`src/egcd_pkg.sv`:
```
`timescale 1ns / 1ps
// ----------------------------------------------------------------------------
// egcd_pkg
// Shared widths, state encoding and controller/datapath interface types for
// the extended GCD block.
// ----------------------------------------------------------------------------
package egcd_pkg;

  localparam int OPERAND_WIDTH = 31;
  localparam int COEF_WIDTH    = OPERAND_WIDTH + 1;
  // Euclid on OPERAND_WIDTH-bit operands never takes this many steps
  localparam int STEP_LIMIT    = 2 * OPERAND_WIDTH + 4;
  localparam int STEP_AW       = $clog2(STEP_LIMIT);
  localparam int STEP_W        = $clog2(STEP_LIMIT + 1);
  localparam int BIT_W         = $clog2(OPERAND_WIDTH);

  typedef enum logic [2:0] {
    ST_IDLE,
    ST_CHECK,
    ST_DIV,
    ST_STORE,
    ST_BACK_RD,
    ST_BACK_MUL,
    ST_BACK_SUB,
    ST_DONE
  } state_e;

  typedef struct packed {
    logic load;       // capture operands, clear step count
    logic div_init;   // start a division b / a
    logic div_step;   // one restoring step
    logic store;      // save quotient, (a, b) <= (b mod a, a)
    logic back_init;  // x = 0, y = 1, k = steps
    logic back_rd;    // read quotient k-1, decrement k
    logic back_mul;   // product = q * x
    logic back_sub;   // (x, y) <= (y - product, x)
    logic out_load;   // update output register
  } cmd_t;

  typedef struct packed {
    logic a_zero;
    logic div_last;
    logic steps_full;
    logic k_zero;
  } sts_t;

endpackage

```
`src/extended_gcd.sv`:
```
`timescale 1ns / 1ps
// ----------------------------------------------------------------------------
// extended_gcd
// Extended Euclid: gcd of two unsigned operands with signed Bezout
// coefficients, one result beat per input beat.
// ----------------------------------------------------------------------------
// One item at a time. The forward pass runs one Euclid step per quotient on
// a bit-serial restoring divider; the quotients go to a small store, then
// back-substitution runs read, multiply and subtract for each step. An item
// waits for its output load while the previous result is still held by a
// stall on the output. An item has at most 45 Euclid steps at
// OPERAND_WIDTH = 31. When the first operand is zero the result is
// divisor = second operand, coef_a = 0, coef_b = 1. The result sits in an
// output register, so the next item is accepted while the previous result
// still waits.
// ----------------------------------------------------------------------------
module extended_gcd (
  input  logic                                   clk_i,
  input  logic                                   rst_ni,
  input  logic                                   in_valid_i,
  output logic                                   in_stall_o,
  input  logic [egcd_pkg::OPERAND_WIDTH-1:0]     value_a_i,
  input  logic [egcd_pkg::OPERAND_WIDTH-1:0]     value_b_i,
  output logic                                   out_valid_o,
  input  logic                                   out_stall_i,
  output logic [egcd_pkg::OPERAND_WIDTH-1:0]     divisor_o,
  output logic signed [egcd_pkg::COEF_WIDTH-1:0] coef_a_o,
  output logic signed [egcd_pkg::COEF_WIDTH-1:0] coef_b_o
);
  import egcd_pkg::*;

  cmd_t cmd;
  sts_t sts;

  egcd_ctrl u_ctrl (
    .clk_i      (clk_i),
    .rst_ni     (rst_ni),
    .in_valid_i (in_valid_i),
    .in_stall_o (in_stall_o),
    .out_valid_o(out_valid_o),
    .out_stall_i(out_stall_i),
    .sts_i      (sts),
    .cmd_o      (cmd)
  );

  egcd_dpath u_dpath (
    .clk_i    (clk_i),
    .rst_ni   (rst_ni),
    .cmd_i    (cmd),
    .sts_o    (sts),
    .value_a_i(value_a_i),
    .value_b_i(value_b_i),
    .divisor_o(divisor_o),
    .coef_a_o (coef_a_o),
    .coef_b_o (coef_b_o)
  );

endmodule

```
`src/egcd_ctrl.sv`:
```
`timescale 1ns / 1ps
// ----------------------------------------------------------------------------
// egcd_ctrl
// Sequencer for the forward Euclid pass, the back-substitution pass and the
// input/output handshakes.
// ----------------------------------------------------------------------------
module egcd_ctrl (
  input  logic          clk_i,
  input  logic          rst_ni,
  input  logic          in_valid_i,
  output logic          in_stall_o,
  output logic          out_valid_o,
  input  logic          out_stall_i,
  input  egcd_pkg::sts_t sts_i,
  output egcd_pkg::cmd_t cmd_o
);
  import egcd_pkg::*;

  state_e state_q, state_d;
  logic   out_valid_q, out_valid_d;

  always_ff @(posedge clk_i or negedge rst_ni) begin
    if (!rst_ni) begin
      state_q     <= ST_IDLE;
      out_valid_q <= 1'b0;
    end else begin
      state_q     <= state_d;
      out_valid_q <= out_valid_d;
    end
  end

  always_comb begin
    state_d     = state_q;
    cmd_o       = '0;
    in_stall_o  = 1'b1;
    out_valid_d = out_valid_q;
    if (out_valid_q && !out_stall_i) begin
      out_valid_d = 1'b0;
    end
    unique case (state_q)
      ST_IDLE: begin
        in_stall_o = 1'b0;
        if (in_valid_i) begin
          cmd_o.load = 1'b1;
          state_d    = ST_CHECK;
        end
      end
      ST_CHECK: begin
        if (sts_i.a_zero || sts_i.steps_full) begin
          cmd_o.back_init = 1'b1;
          state_d         = ST_BACK_RD;
        end else begin
          cmd_o.div_init = 1'b1;
          state_d        = ST_DIV;
        end
      end
      ST_DIV: begin
        cmd_o.div_step = 1'b1;
        if (sts_i.div_last) begin
          state_d = ST_STORE;
        end
      end
      ST_STORE: begin
        cmd_o.store = 1'b1;
        state_d     = ST_CHECK;
      end
      ST_BACK_RD: begin
        if (sts_i.k_zero) begin
          state_d = ST_DONE;
        end else begin
          cmd_o.back_rd = 1'b1;
          state_d       = ST_BACK_MUL;
        end
      end
      ST_BACK_MUL: begin
        cmd_o.back_mul = 1'b1;
        state_d        = ST_BACK_SUB;
      end
      ST_BACK_SUB: begin
        cmd_o.back_sub = 1'b1;
        state_d        = ST_BACK_RD;
      end
      ST_DONE: begin
        // output register free, or its beat leaves this cycle
        if (!out_valid_q || !out_stall_i) begin
          cmd_o.out_load = 1'b1;
          out_valid_d    = 1'b1;
          state_d        = ST_IDLE;
        end
      end
      default: state_d = ST_IDLE;
    endcase
  end

  assign out_valid_o = out_valid_q;

endmodule

```
`src/egcd_dpath.sv`:
```
`timescale 1ns / 1ps
// ----------------------------------------------------------------------------
// egcd_dpath
// Operand registers, bit-serial restoring divider, quotient store and the
// multiply/subtract unit for back-substitution of the coefficients.
// ----------------------------------------------------------------------------
module egcd_dpath (
  input  logic                                  clk_i,
  input  logic                                  rst_ni,
  input  egcd_pkg::cmd_t                        cmd_i,
  output egcd_pkg::sts_t                        sts_o,
  input  logic [egcd_pkg::OPERAND_WIDTH-1:0]    value_a_i,
  input  logic [egcd_pkg::OPERAND_WIDTH-1:0]    value_b_i,
  output logic [egcd_pkg::OPERAND_WIDTH-1:0]    divisor_o,
  output logic signed [egcd_pkg::COEF_WIDTH-1:0] coef_a_o,
  output logic signed [egcd_pkg::COEF_WIDTH-1:0] coef_b_o
);
  import egcd_pkg::*;

  logic [OPERAND_WIDTH-1:0] a_q, b_q;
  logic [STEP_W-1:0]        steps_q, k_q;
  logic [BIT_W-1:0]         bit_q;
  logic [OPERAND_WIDTH-1:0] rem_q;
  logic [OPERAND_WIDTH-1:0] dvd_q;
  logic [OPERAND_WIDTH-1:0] qmem [STEP_LIMIT];
  logic [OPERAND_WIDTH-1:0] qrd_q;
  logic [COEF_WIDTH-1:0]    x_q, y_q, prod_q;
  logic [OPERAND_WIDTH-1:0] divisor_q;
  logic [COEF_WIDTH-1:0]    coef_a_q, coef_b_q;

  logic [OPERAND_WIDTH:0]   rem_sh;
  logic                     fits;
  logic [STEP_W-1:0]        k_dec;

  // restoring step: shift in next dividend bit, subtract divisor if it fits
  assign rem_sh = {rem_q, dvd_q[OPERAND_WIDTH-1]};
  assign fits   = rem_sh >= {1'b0, a_q};
  assign k_dec  = k_q - STEP_W'(1);

  always_ff @(posedge clk_i or negedge rst_ni) begin
    if (!rst_ni) begin
      steps_q <= '0;
      k_q     <= '0;
      bit_q   <= '0;
    end else begin
      if (cmd_i.load) begin
        steps_q <= '0;
      end else if (cmd_i.store) begin
        steps_q <= steps_q + STEP_W'(1);
      end
      if (cmd_i.div_init) begin
        bit_q <= '0;
      end else if (cmd_i.div_step) begin
        bit_q <= bit_q + BIT_W'(1);
      end
      if (cmd_i.back_init) begin
        k_q <= steps_q;
      end else if (cmd_i.back_rd) begin
        k_q <= k_dec;
      end
    end
  end

  always_ff @(posedge clk_i) begin
    if (cmd_i.load) begin
      a_q <= value_a_i;
      b_q <= value_b_i;
    end else if (cmd_i.store) begin
      a_q <= rem_q;
      b_q <= a_q;
    end
    if (cmd_i.div_init) begin
      rem_q <= '0;
      dvd_q <= b_q;
    end else if (cmd_i.div_step) begin
      // partial remainder stays below the divisor, so the top bit drops
      rem_q <= fits ? OPERAND_WIDTH'(rem_sh - {1'b0, a_q})
                    : rem_sh[OPERAND_WIDTH-1:0];
      dvd_q <= {dvd_q[OPERAND_WIDTH-2:0], fits};
    end
    if (cmd_i.store) begin
      qmem[steps_q[STEP_AW-1:0]] <= dvd_q;
    end
    if (cmd_i.back_rd) begin
      qrd_q <= qmem[k_dec[STEP_AW-1:0]];
    end
    if (cmd_i.back_init) begin
      x_q <= '0;
      y_q <= COEF_WIDTH'(1);
    end else if (cmd_i.back_sub) begin
      x_q <= y_q - prod_q;
      y_q <= x_q;
    end
    // coefficients wrap modulo 2^COEF_WIDTH
    if (cmd_i.back_mul) begin
      prod_q <= {1'b0, qrd_q} * x_q;
    end
    if (cmd_i.out_load) begin
      divisor_q <= b_q;
      coef_a_q  <= x_q;
      coef_b_q  <= y_q;
    end
  end

  assign sts_o.a_zero     = (a_q == '0);
  assign sts_o.div_last   = (bit_q == BIT_W'(OPERAND_WIDTH - 1));
  assign sts_o.steps_full = (steps_q == STEP_W'(STEP_LIMIT));
  assign sts_o.k_zero     = (k_q == '0);

  assign divisor_o = divisor_q;
  assign coef_a_o  = coef_a_q;
  assign coef_b_o  = coef_b_q;

endmodule

```
`config.mk`:
```
export PLATFORM = sky130hd
export DESIGN_NAME = extended_gcd
export DESIGN_NICKNAME = d
export VERILOG_FILES = /design/src/egcd_pkg.sv /design/src/extended_gcd.sv /design/src/egcd_ctrl.sv /design/src/egcd_dpath.sv
export SDC_FILE = /design/constraint.sdc
export NUM_CORES = 2
export LEC_CHECK = 0
export BUFFER_PORTS_ARGS = -buffer_cell sky130_fd_sc_hd__buf_2
export CAP_MARGIN = 20
export CORE_UTILIZATION = 60
export CTS_BUF_LIST = sky130_fd_sc_hd__clkbuf_4 sky130_fd_sc_hd__clkbuf_8
export CTS_CLUSTER_DIAMETER = 150
export DETAILED_ROUTE_END_ITERATION = 8
export PLACE_DENSITY = 0.82
export SLEW_MARGIN = 10
export SYNTH_ARGS = -nofsm -noshare
export SYNTH_HDL_FRONTEND = slang
export SYNTH_HIERARCHICAL = 1
export SYNTH_SLANG_ARGS = --single-unit
```
`constraint.sdc`:
```
create_clock -name clk_i -period 8.66 [get_ports clk_i]
set_clock_uncertainty 0.15 [all_clocks]
set_input_delay 0 -clock clk_i [delete_from_list [all_inputs] [get_ports clk_i]]
set_output_delay 0 -clock clk_i [all_outputs]
set_load 0.005 [all_outputs]
```
# After elaboration in Yosys (flattened, before gate mapping)
# Memories as Yosys holds them, arrays and structs flattened. A register that Yosys moved wholly into a read port is not among the register bits.
# Index checks and enable logic that the tools add are counted.
word_totals:
  mem_bits_rw: 2046
  inputBits: 66
  memories: 1
  regBits: 338
classes:
  multipliers: 1
  n_addsub: 5
  reduce_logical: 12
  mux: 39
  n_eq_ne: 12
  magnitude_cmp: 1
memory_table:
  columns: ["memory", "depth", "width", "rd", "rd_clocked_by_memory_dff", "write_ports", "line_no", "source"]
  rows:
  - ["u_dpath.qmem", 66, 31, 1, 1, 1, "egcd_dpath.sv:25", "logic [OPERAND_WIDTH-1:0] qmem [STEP_LIMIT];"]
ops:
  columns: ["operator", "n"]
  rows:
  - ["two-way mux 31 bit", 7]
  - ["greater-or-equal comparator 32 x 31 -> 1 bit", 1]
  - ["multiplier 31 x 32 -> 32 bit", 1]
  - ["subtractor 32 bit", 1]
  - ["zero test 31 bit", 1]
  - ["subtractor 31 bit", 1]
  - ["two-way mux 7 bit", 4]
  - ["one-hot mux 3 bit (8 select lines)", 1]
  - ["two-way mux 1 bit", 20]
  - ["== test 3 bit (second input constant)", 4]
  - ["two-way mux 3 bit", 4]
  - ["two-way mux 5 bit", 2]
  - ["adder 7 x 1 -> 7 bit (second input constant)", 1]
  - ["== test 7 bit (second input constant)", 1]
  - ["zero test 7 bit", 1]
  - ["subtractor 7 x 1 -> 7 bit (second input constant)", 1]
  - ["== test 3 x 2 -> 1 bit (second input constant)", 2]
  - ["nonzero test 2 bit", 3]
  - ["adder 5 x 1 -> 5 bit (second input constant)", 1]
  - ["== test 5 bit (second input constant)", 1]
  - ["inequality test 2 bit (second input constant)", 2]
  - ["== test 3 x 1 -> 1 bit (second input constant)", 1]
  - ["zero test 3 bit", 1]
  - ["AND reduction 3 bit", 1]
  - ["other kinds (5)", 7]

# Depth between registers and ports, before layout
depth:
  word_depth: 5
  ltp_mapped: 27
  depth_no_buf: 25

# Modules after synthesis
# The synthesis kept the hierarchy.
modules_own_cells:
  columns: ["module", "seq_area_each_um2", "n_inst", "cells_per_inst", "area_each_um2"]
  rows:
  - ["egcd_dpath", 71353.4, 1, 6206, 109964.2]
  - ["egcd_ctrl", 100.1, 1, 39, 322.8]

# Worst setup path after synthesis
# No wires, ideal clock.
synth_timing:
  path_type: "register to register"
  startpoint: "register u_dpath.x_q[7]"
  endpoint: "register u_dpath.prod_q[30] (data pin)"
  setup_time_ns: 0.162
  slack_ns: 1.468
  stages_incl_launch_ff: 25
  required_ns: 8.348
  arrival_ns: 6.880
  cell_sequence: "dfxtp_1 clkbuf_1 clkbuf_1 nand2_1 fa_1 inv_1 fa_1 fa_1 inv_1 fa_1 inv_1 fa_1 fa_1 fa_1 fa_1 ha_1 a21o_1 a21o_1 a21o_1 a211oi_1 o21ai_0 nor4_2 nor3_1 or4_1 o2111ai_1"
synth_between:
  elab_chain_len: 1
synth_lines:
  columns: ["item", "line_no", "source"]
  rows:
  - ["from (decl)", "egcd_dpath.sv:27", "logic [COEF_WIDTH-1:0] x_q, y_q, prod_q;"]
  - ["from (signal assigned)", "egcd_dpath.sv:91", "x_q <= y_q - prod_q;"]
  - ["multiplier 31 x 32 -> 32 bit", "egcd_dpath.sv:96", "prod_q <= {1'b0, qrd_q} * x_q;"]
  - ["to (signal assigned)", "egcd_dpath.sv:96", null]
  - ["to (decl)", "egcd_dpath.sv:27", null]
# No other way between the ends.
# A chain may end at the register's enable or synchronous reset.

# Worst setup path in the final report
# Ends and elaborated chain as after synthesis.

==> flow_metrics.tcl <==
set metrics [dict create \
    critical_path.max_fanout 15 \
    whs_ns 0.280 \
    yosysMostFrequentCell "edfxtp_1" \
    tightest_slew_ns 1.24 \
    gp_congestion 0.918 \
    synth_top_area_share_pct 62.5 \
    synth_edf_count 2297 \
    drtIter0Drc 9260 \
    hold_viol_final 0 \
    cts-root-buf "clkbuf_8" \
    regArea_mm2 0.0715 \
    crit_family "adder cells" \
    grt_pass1_vias 65687 \
    seq_area_frac_synth_pct 64.8 \
    avgSynthCellArea_um2 17.7 \
    synthDistinctLibCells 85 \
    critPathMostFrequentCell "fa_1" \
    startpoint_type "flip-flop" \
    die-height_um 431 \
    wl_mm 310 \
    max_stage_delay_ns 0.75 \
    maxSlewViolCount 0 \
    fin_crit_ns 7.72 \
    path_clk_slew_ns 0.06 \
    critPathSlowestCell "dfxtp_1" \
    ioPinCount 163 \
    fin_crit_sh_pct 89.1 \
    place_hpwl_mm 176 \
    cts_resized 0 \
    outcome "finished, final reports clean" \
    tritoncts "built" \
    clockBufferDepth 4 \
    critical_path_buf_inv_count 5 \
    insertion_delay_ns 1.13 \
    port_buffers 162 \
    grt_pass1_wl_mm 445 \
    start_util_pct 60.7 \
    vias_per_cell 6.64 \
    postLayoutCoreUtil_pct 68.6 \
    slew_headroom_pct 16.4 \
    finalSetupTns_ns 0 \
    synth_common_cells "edfxtp_1 (2297), mux4_2 (651), inv_1 (462)" \
    grt_usage_pct 33.7 \
    yosysWarnings 6 \
    cts_buffers 384 \
    holdCritPathClass "primary input to flip-flop" \
    critPathKind "flip-flop to flip-flop" \
    ys_top_cells_by_area "edfxtp_1 (63%), mux4_2 (13%), fa_1 (7.5%), ha_1 (2.1%), dfxtp_1 (1.7%)" \
    cp_cell_sequence "buf_4 > and2_1 > fa_1 > inv_1 > fa_1 > inv_1 > fa_1 > inv_1 > fa_1 > inv_1 > fa_1 > fa_1 > fa_1 > fa_1 > ha_1 > a21o_1 > a21o_1 > a21o_1 > a211oi_1 > o21ai_0 > nor4_2 > nor3_1 > or4_1 > o2111ai_1" \
    worstPathArrival_ns 8.46 \
    grt_max_degree 118 \
    syn_area_mm2 0.110 \
    ys_async_sr_fraction_pct 0.952 \
    nets 7534 \
    cap_violations 0 \
    fp-row-count 156 \
    syn-num-nets 6909 \
    antenna_found_initial 37 \
    die_w_um 431 \
    area_growth_pct 13.1 \
    multi_input_area_mm2 0.0365 \
    drc 0 \
    n_fill_cell 10689 \
    cts_setup_buffers 0 \
    max_freq_ghz 0.130 \
    coreArea_mm2 0.182 \
    synth_top_area_cell "edfxtp_1" \
    gr-total-overflow 0 \
    ys.flop_type "edfxtp_1" \
    die-area_mm2 0.186 \
    clock_sinks 2415 \
    syn_inst 6245 \
    routedWlPerCell_um 32.2 \
    drive_above_1_share_pct 24.4 \
    critPathRequiredTime_ns 9.40 \
    num_vias 63869 \
    ant_nets 0 \
    setup_viol 0 \
    rsz0062_at_grt "false" \
    h-tree-depth 5 \
    ys_seq_elements 2415 \
    end_kind "flip-flop" \
    dr.pass1.iters 6 \
]
registers in the layout, summed over array words and instances (netlist names), 32 cells and up:
| register | count |
|---|---|
| u_dpath/prod_q | 32 |
| u_dpath/y_q | 32 |
| u_dpath/x_q | 32 |
| u_dpath/coef_b_o | 32 |
| u_dpath/coef_a_o | 32 |
| u_dpath/qmem | 2046 |
final cells by class:
cell class	instances	area share, %
well taps	2449	2.46
clock inverters	163	0.912
inverters	463	1.39
repair buffers	558	3.58
diodes	16	0.0321
multi-input cells	3048	29.3
flip-flops and latches	2415	57.3
clock buffers	508	5.06
metrics by stage:
step | cell area, µm² | std cells | setup WS [ns]
finish | 125000 | 9620 | 0.942
CTS | 125000 | 9602 | 1.01
floorplan | 110000 | 6245 | 1.47
global placement | 115000 | 8709 | 1.09
global route | 125000 | 9610 | 0.531
detailed placement | 115000 | 8709 | 1.00
path summary, 6_finish.rpt:
kind / endpoint / cells past startpoint / slack, ns / startpoint
max: u_dpath/prod_q[30]$_DFFE_PP_ / 24 / 0.94 / u_dpath/x_q[7]$_SDFFE_PP0P_
min: u_ctrl/out_valid_o$_DFF_PN0_ / 5 / 0.28 / out_stall_i
max reg2reg: u_dpath/prod_q[30]$_DFFE_PP_ / 24 / 0.94 / u_dpath/x_q[7]$_SDFFE_PP0P_
min reg2reg: u_dpath/divisor_o[26]$_DFFE_PP_ / 0 / 0.30 / u_dpath/b_q[26]$_DFFE_PP_
max in group asynchronous: u_dpath/bit_q[2]$_DFFE_PN0P_ / 5 / 7.59 / rst_ni
min in group asynchronous: u_dpath/k_q[3]$_DFFE_PN0P_ / 5 / 0.59 / rst_ni
cells in the final DEF, fill, tap and decap left out, types with 18 or more instances in the layout:
master	n
nor3_1	33
dlygate4sd3_1	221
fa_1	411
a211oi_1	22
a21o_1	26
a311oi_1	19
and2_1	264
clkbuf_4	110
mux4_2	651
mux2i_1	77
o21a_1	24
clkinv_2	51
a21oi_1	75
buf_4	164
ha_1	186
and3_1	18
nor2b_1	21
nor2_1	147
xnor2_1	94
nand3_1	36
o21ai_0	129
mux2_2	62
clkbuf_8	398
dfrtp_1	22
xor2_1	31
nor2_4	65
clkinv_1	82
dfxtp_1	92
nand2_1	451
inv_1	461
buf_2	162
edfxtp_1	2297
layer usage:
| metal | part of all wire, % | wire (µm) | GRT usage [%] |
|---|---|---|---|
| met2 | 48 | 150000 | 54.4 |
| met3 | 11 | 35600 | 8.23 |
| met1 | 34 | 104000 | 41.9 |
| met4 | 6.5 | 20000 | 19.3 |
| met5 | 0.056 | 173 | 0 |
cell families after synthesis:
logic type	share of synthesized area, %
muxes	14.6
DFF	64.8
and+or+nand+nor	4.93
adders and majority gates	9.58
buffers and inverters	2.70
xor gates and xnor gates	1.03
AOI/OAI and AO/OA	2.35
tightest hold or removal path, stage by stage:
cell and delay (ns):
dlygate4sd3_1 0.52, buf_2 0.09, dlygate4sd3_1 0.61, nand2_1 0.15
nand2_1 0.09
what timing repair did:
item / CTS / global route
endpoints found under the setup margin: 0 / 0
hold buffers: 222 / 0
endpoints found under the hold margin: 191 / 0
Power is left out: the tool's default activity adds up to more than one toggle a clock period on the data nets, which glitch-free logic cannot reach.
